--- config.mk ---
export PLATFORM = sky130hd
export DESIGN_NAME = tci_xlane
export DESIGN_NICKNAME = d
export VERILOG_FILES = /design/src/sv/tci_pkg.sv /design/src/sv/tci_xlane.sv
export SDC_FILE = /design/constraint.sdc
export NUM_CORES = 2
export LEC_CHECK = 0
export ABC_CLOCK_PERIOD_IN_PS = 9400
export BUFFER_PORTS_ARGS = -buffer_cell sky130_fd_sc_hd__buf_2
export CORE_MARGIN = 1
export CORE_UTILIZATION = 33
export DETAILED_ROUTE_END_ITERATION = 8
export GPL_TIMING_DRIVEN = 0
export HOLD_SLACK_MARGIN = 0.1
export PLACE_DENSITY = 0.6
export SLEW_MARGIN = 20
export SYNTH_ARGS = -nofsm -noshare
export SYNTH_HDL_FRONTEND = slang
export SYNTH_SLANG_ARGS = --single-unit
--- constraint.sdc ---
create_clock -name i_clk -period 9.4 [get_ports i_clk]
set_input_delay 1.88 -clock i_clk [delete_from_list [all_inputs] [get_ports i_clk]]
set_output_delay 1.88 -clock i_clk [all_outputs]
set_load 0.005 [all_outputs]
--- src/sv/tci_pkg.sv ---
`default_nettype none
package tci_pkg;

    localparam int FRAC_BITS   = 16;
    localparam int SAMPLE_BITS = 32;

    localparam int FRAC_W = FRAC_BITS + 1;
    // a convex blend of samples scaled by one Q factor per axis
    localparam int EX_W   = SAMPLE_BITS + FRAC_BITS;
    localparam int EY_W   = SAMPLE_BITS + 2 * FRAC_BITS;
    localparam int SUM_W  = SAMPLE_BITS + 3 * FRAC_BITS;
    localparam int RND_SH = 3 * FRAC_BITS;

    localparam logic [FRAC_W-1:0] ONE_Q = FRAC_W'(1) << FRAC_BITS;
    localparam logic signed [SUM_W-1:0] HALF_LSB = SUM_W'(1) << (RND_SH - 1);

    localparam logic signed [SAMPLE_BITS-1:0] SAMPLE_MAX = {1'b0, {(SAMPLE_BITS-1){1'b1}}};
    localparam logic signed [SAMPLE_BITS-1:0] SAMPLE_MIN = {1'b1, {(SAMPLE_BITS-1){1'b0}}};

    typedef struct packed {
        logic        [FRAC_W-1:0]      frac_x;
        logic        [FRAC_W-1:0]      frac_y;
        logic        [FRAC_W-1:0]      frac_z;
        logic signed [SAMPLE_BITS-1:0] corner_000;
        logic signed [SAMPLE_BITS-1:0] corner_100;
        logic signed [SAMPLE_BITS-1:0] corner_010;
        logic signed [SAMPLE_BITS-1:0] corner_110;
        logic signed [SAMPLE_BITS-1:0] corner_001;
        logic signed [SAMPLE_BITS-1:0] corner_101;
        logic signed [SAMPLE_BITS-1:0] corner_011;
        logic signed [SAMPLE_BITS-1:0] corner_111;
        logic signed [SAMPLE_BITS-1:0] accumulate_in;
    } t_req;

    typedef struct packed {
        logic signed [SAMPLE_BITS-1:0] interp_value;
        logic                          saturated;
    } t_res;

    function automatic logic [FRAC_W-1:0] clamp_frac(input logic [FRAC_W-1:0] f);
        clamp_frac = (f > ONE_Q) ? ONE_Q : f;
    endfunction

endpackage
`default_nettype wire

--- src/sv/tci_xlane.sv ---
`default_nettype none
module tci_xlane
    import tci_pkg::*;
(
    input  wire logic                          i_clk,
    input  wire logic signed [SAMPLE_BITS-1:0] i_c0,
    input  wire logic signed [SAMPLE_BITS-1:0] i_c1,
    input  wire logic        [FRAC_W-1:0]      i_f,
    output logic signed      [EX_W-1:0]        o_ex
);

    localparam int PW = SAMPLE_BITS + FRAC_BITS + 3;

    logic signed [SAMPLE_BITS:0] diff;
    logic signed [PW-1:0]        prod;
    logic signed [PW-1:0]        sum;
    logic signed [EX_W-1:0]      r_ex;

    // c0*(1-f) + c1*f == (c0 << F) + (c1-c0)*f
    assign diff = (SAMPLE_BITS+1)'(i_c1) - (SAMPLE_BITS+1)'(i_c0);
    assign prod = PW'(diff) * $signed(PW'(i_f));
    assign sum  = (PW'(i_c0) <<< FRAC_BITS) + prod;

    always_ff @(posedge i_clk) begin
        r_ex <= sum[EX_W-1:0];
    end

    assign o_ex = r_ex;

endmodule
`default_nettype wire

# After elaboration in Yosys (flattened, before gate mapping)

Index checks and enable logic that the tools add are counted.

Register bits after elaboration: 48
Latch bits: 0
Memory bits (writable): 0
ROM bits: 0
Input bits: 82
Output and inout bits: 48
Logic and storage cells: 4
Memories: 0

Add/subtract/negate cells: 2
$mul: 1
Divide/modulo/power cells: 0
Magnitude comparators: 0
Equality and inequality tests: 0
Shift operators: 0
Muxes and demuxes: 0
Bitwise gates (word level): 0
Reduce and logical (&&, ||, !) cells: 0

Operators with widths:

| kind                                           | count |
|---|---|
| 48-bit adder                                   | 1 |
| 33-bit by 18-bit multiplier with 48-bit output | 1 |
| 32-bit by 32-bit subtractor with 33-bit output | 1 |

# Longest topological paths before layout

Depth after elaboration: 3
Depth in mapped cells: 35
Mapped depth without buffers: 34

# Worst setup path before layout

Ideal clock, no wire load.

Path kind: input -> register
Start: in i_c0[2]
End: reg r_ex[44], in the netlist o_ex[44]
Library setup time: 0.122 ns
Arrival time: 9.665 ns
Data required time: 9.278 ns
Slack: -0.387 ns
Stages on the path: 32
Path buffers: 1
Cells stage by stage: inv_1 > ha_1 > nor2b_4 > o31a_1 > o31a_4 > a21oi_1 > nor2_1 > a311o_1 > a21oi_1 > xnor2_1 > clkbuf_1 > and2_1 > fa_1 > fa_1 > inv_1 > fa_1 > inv_1 > fa_1 > fa_1 > inv_1 > fa_1 > inv_1 > ha_1 > o21a_1 > o21ai_0 > a2111oi_0 > or3b_2 > nand2_1 > o2111ai_1 > a21oi_1 > nor4_1 > a311o_1

Cells in the longest elaborated chain, start to end: 3

RTL lines:

| what                                           | line            | RTL |
|---|---|---|
| from (decl)                                    | tci_xlane.sv:6  | `input wire logic signed [SAMPLE_BITS-1:0] i_c0,` |
| 32-bit by 32-bit subtractor with 33-bit output | tci_xlane.sv:20 | `assign diff = (SAMPLE_BITS+1)'(i_c1) - (SAMPLE_BITS+1)'(i_c0);` |
| 33-bit by 18-bit multiplier with 48-bit output | tci_xlane.sv:21 | `assign prod = PW'(diff) * $signed(PW'(i_f));` |
| 48-bit adder (*)                               | tci_xlane.sv:22 | `assign sum = (PW'(i_c0) <<< FRAC_BITS) + prod;` |
| net sum[44]                                    | tci_xlane.sv:16 | `logic signed [PW-1:0] sum;` |
| to (signal assigned)                           | tci_xlane.sv:25 | `r_ex <= sum[EX_W-1:0];` |
| to (decl)                                      | tci_xlane.sv:17 | `logic signed [EX_W-1:0] r_ex;` |

The timed path passes the listed nets; every way through them passes the cells marked *.

# Final worst setup path

Start: in i_c1[0]
End: reg r_ex[41], in the netlist o_ex[41]

Cells in the longest elaborated chain, start to end: 3

RTL lines:

| what                                           | line            | RTL |
|---|---|---|
| from (decl)                                    | tci_xlane.sv:7  | `input wire logic signed [SAMPLE_BITS-1:0] i_c1,` |
| 32-bit by 32-bit subtractor with 33-bit output | tci_xlane.sv:20 |  |
| 33-bit by 18-bit multiplier with 48-bit output | tci_xlane.sv:21 |  |
| 48-bit adder                                   | tci_xlane.sv:22 |  |
| net sum[41]                                    | tci_xlane.sv:16 |  |

The timed path passes the listed nets, and every way through them passes these cells.

==> key figures <==
Status
  • Status: finished with violations
  • Violated checks: setup timing

Floorplan
  • Die W: 266.0 um
  • Core footprint: 0.06883 mm2
  • I/O pins: 130
  • Initial core utilization: 33.41%
  • Rows: 96
  • Chip height: 266.0 um
  • DIE AREA: 0.07074 mm2

Clocking
  • Num CTS Buffers: 5
  • H-tree levels: 2
  • CTS tree: done
  • Root Driver: clkbuf_16
  • Clock Tree Buf Depth: 2
  • # clock sinks: 48
  • Clk slew on worst S/H paths: 0.11 ns
  • Post-CTS Hold Fix Bufs: 0

Layout
  • Layout overhead on the synthesized area: 19.97%
  • Largest register FFs: 48
  • Final Core Density: 40.08%
  • Ant diodes: 0
  • Fraction of layout cells with a size suffix above 1: 18.04%
  • Layout Nets: 3614
  • FILL cells: 6876

Synthesis
  • Ys flop type: dfxtp_1
  • Library cells used by synthesis: 67
  • Synth warnings: 0
  • Post-Syn Area per Cell: 8.896 um2
  • Post-synth EDFFs: 0
  • Sequential fraction of the synthesis area: 4.179%
  • Post-synth ARST share: 0%
  • Post-Syn Nets: 3373
  • FF+latch count, synth: 48
  • Cells after Synth: 2585
  • Mapped cell area: 0.02300 mm2

Critical path
  • Crit path kind: in2reg
  • CP required: 9.63 ns
  • CP delay by family, top: adder cells
  • CP Launch Type: primary input
  • Most numerous cell on the critical path: fa_1
  • Max incr delay on CP: 0.58 ns
  • CP endpoint kind: flop
  • Worst EP arrival: 9.99 ns
  • Worst path bufs/invs: 7
  • Critical-path top delay cell: fa_1
  • CP max FO: 5

Routing
  • WL per Instance: 20.35 um
  • Routed Antenna Nets: 0
  • DR vias: 18.33k
  • Remaining DRCs: 0
  • Final WL: 76490 um
  • Avg Vias per Cell: 4.878
  • Drt first pass iters: 6
  • Drt initial violations: 1404

Timing
  • Slew headroom: 21.65%
  • Final WS setup: -0.3584 ns
  • Final setup vio count: 20
  • Max-slew violation count: 0
  • Min cycle time layout: 9.758 ns
  • F_max: 102.5 MHz
  • Unrepaired setup endpoints after global routing: yes
  • Worst slew pin tran: 1.175 ns
  • Hold Vio Cnt, Final: 0
  • Final period util: 103.8%

GRT
  • Gr usage total: 22.62%
  • First-pass GRT wire length: 118100 um
  • Largest net degree at the start of global routing: 16
  • Number of global-route vias before repair: 19.78k
  • GRT overflow: 0
  • Antenna violations before repair: 7

Min path
  • Worst hold path class: in2reg

Run
  • Maxcap violations: 0

Placed design
  • GPL Wtd Cong: 0.9784
  • Port Buf Inserts: 125
  • HPWL Detailed: 62210 um
-- final cells by class --
| class | count | area [um2] | area share, % |
|---|---|---|---|
| Tap cell | 931 | 1165 | 4.222 |
| Timing Repair Buffer | 240 | 1605 | 5.819 |
| Sequential cell | 48 | 960.9 | 3.483 |
| Buffer | 98 | 556.8 | 2.018 |
| Multi-Input combinational cell | 1777 | 20670 | 74.92 |
| Inverter | 656 | 2486 | 9.012 |
| Clock inverter | 3 | 18.77 | 0.06803 |
| Clock buffer | 5 | 125.1 | 0.4535 |
-- synth_stat cells, drive strengths merged, types with 3 or more instances --
master	instances	area, um2
o31ai	5	37.54
a31o	3	26.28
and2	292	1827
o31a	5	53.81
clkbuf	93	349.1
inv	656	2462
o311ai	4	35.04
o21bai	7	56.30
dfxtp	48	960.9
a21oi	67	357.8
a21boi	5	37.54
nand3	17	85.08
mux2i	11	110.1
buf	11	70.06
a31oi	9	56.30
and3	9	56.30
or3	3	18.77
nor2b	38	245.2
xnor2	53	464.2
a2111oi	3	26.28
nand4	9	56.30
a211o	5	45.04
o21a	13	97.59
fa	547	10950
ha	159	1989
nor3	15	75.07
nor2	48	180.2
a211oi	7	52.55
o211ai	7	57.55
xor2	18	157.7
or2	5	31.28
o21ai	36	180.2
nand2b	29	181.4
nand2	289	1085
mux2	7	78.83
a21o	27	202.7
-- what timing repair did --
action / 4_1_cts / 5_1_grt
pin swaps: 129 / 58
gates resized for setup: 284 / 62
setup buffers: 96 / 24
setup endpoints to repair: 31 / 25
-- layout by cell type, fill, tap and decap left out, types with 18 or more instances in the layout --
cell type and count:
a21o_1 27, a21oi_1 41, nor2_1 39, xnor2_1 37, o21ai_0 21, dfxtp_1 48
clkbuf_1 65, buf_4 108, ha_1 123, nor2b_1 34, ha_4 27, fa_1 529
buf_2 120, nand2_1 280, inv_1 631, and2_1 287, fa_2 18, nand2b_1 29
inv_2 18
-- metal layers --
| layer | global-route usage (%) | wire length, um |
|---|---|---|
| met1 | 28.65 | 30110 |
| met2 | 38.09 | 36700 |
| met5 | 0 | 29 |
| met4 | 9.195 | 3457 |
| met3 | 3.956 | 6182 |
-- final timing paths --
| check | to | start | slack [ns] | cells past startpoint |
|---|---|---|---|---|
| worst min-delay path | o_ex[0] | i_f[0] | 1.85 | 2 |
| worst max-delay path | o_ex[41] | i_c1[0] | -0.36 | 34 |
-- per-stage QoR --
| step | setup slack [ns] | setup TNS (ns) | cell area [um2] | hold slack, ns | instances |
|---|---|---|---|---|---|
| 2_1_floorplan | -0.04854 | -0.04854 | 23220 | 2.008 | 2585 |
| 3_3_place_gp | -2.652 | -57.25 | 25010 | 2.219 | 3641 |
| 5_1_grt | -0.5850 | -8.623 | 27590 | 1.863 | 3758 |
| 6_report | -0.3584 | -3.552 | 27590 | 1.850 | 3758 |
| 3_5_place_dp | -2.688 | -58.41 | 25010 | 2.229 | 3641 |
| 4_1_cts | -0.2930 | -2.434 | 27210 | 1.839 | 3739 |
-- kinds of logic (layout without fill, tap and decap cells) --
kind of cell | after synthesis | count (layout) | synth area share [%]
multiplexers | 18 | 18 | 0.8216
XOR/XNOR | 72 | 72 | 2.802
AO/OA/AOI/OAI | 218 | 218 | 6.366
buffers and inverters | 760 | 1002 | 12.53
adder cells (fa/ha/maj) | 706 | 706 | 56.27
AND/OR/NAND/NOR | 763 | 763 | 17.03
flip-flops | 48 | 48 | 4.179
Power is left out: the tool's default activity adds up to more than one toggle a clock period on the data nets, which glitch-free logic cannot reach.
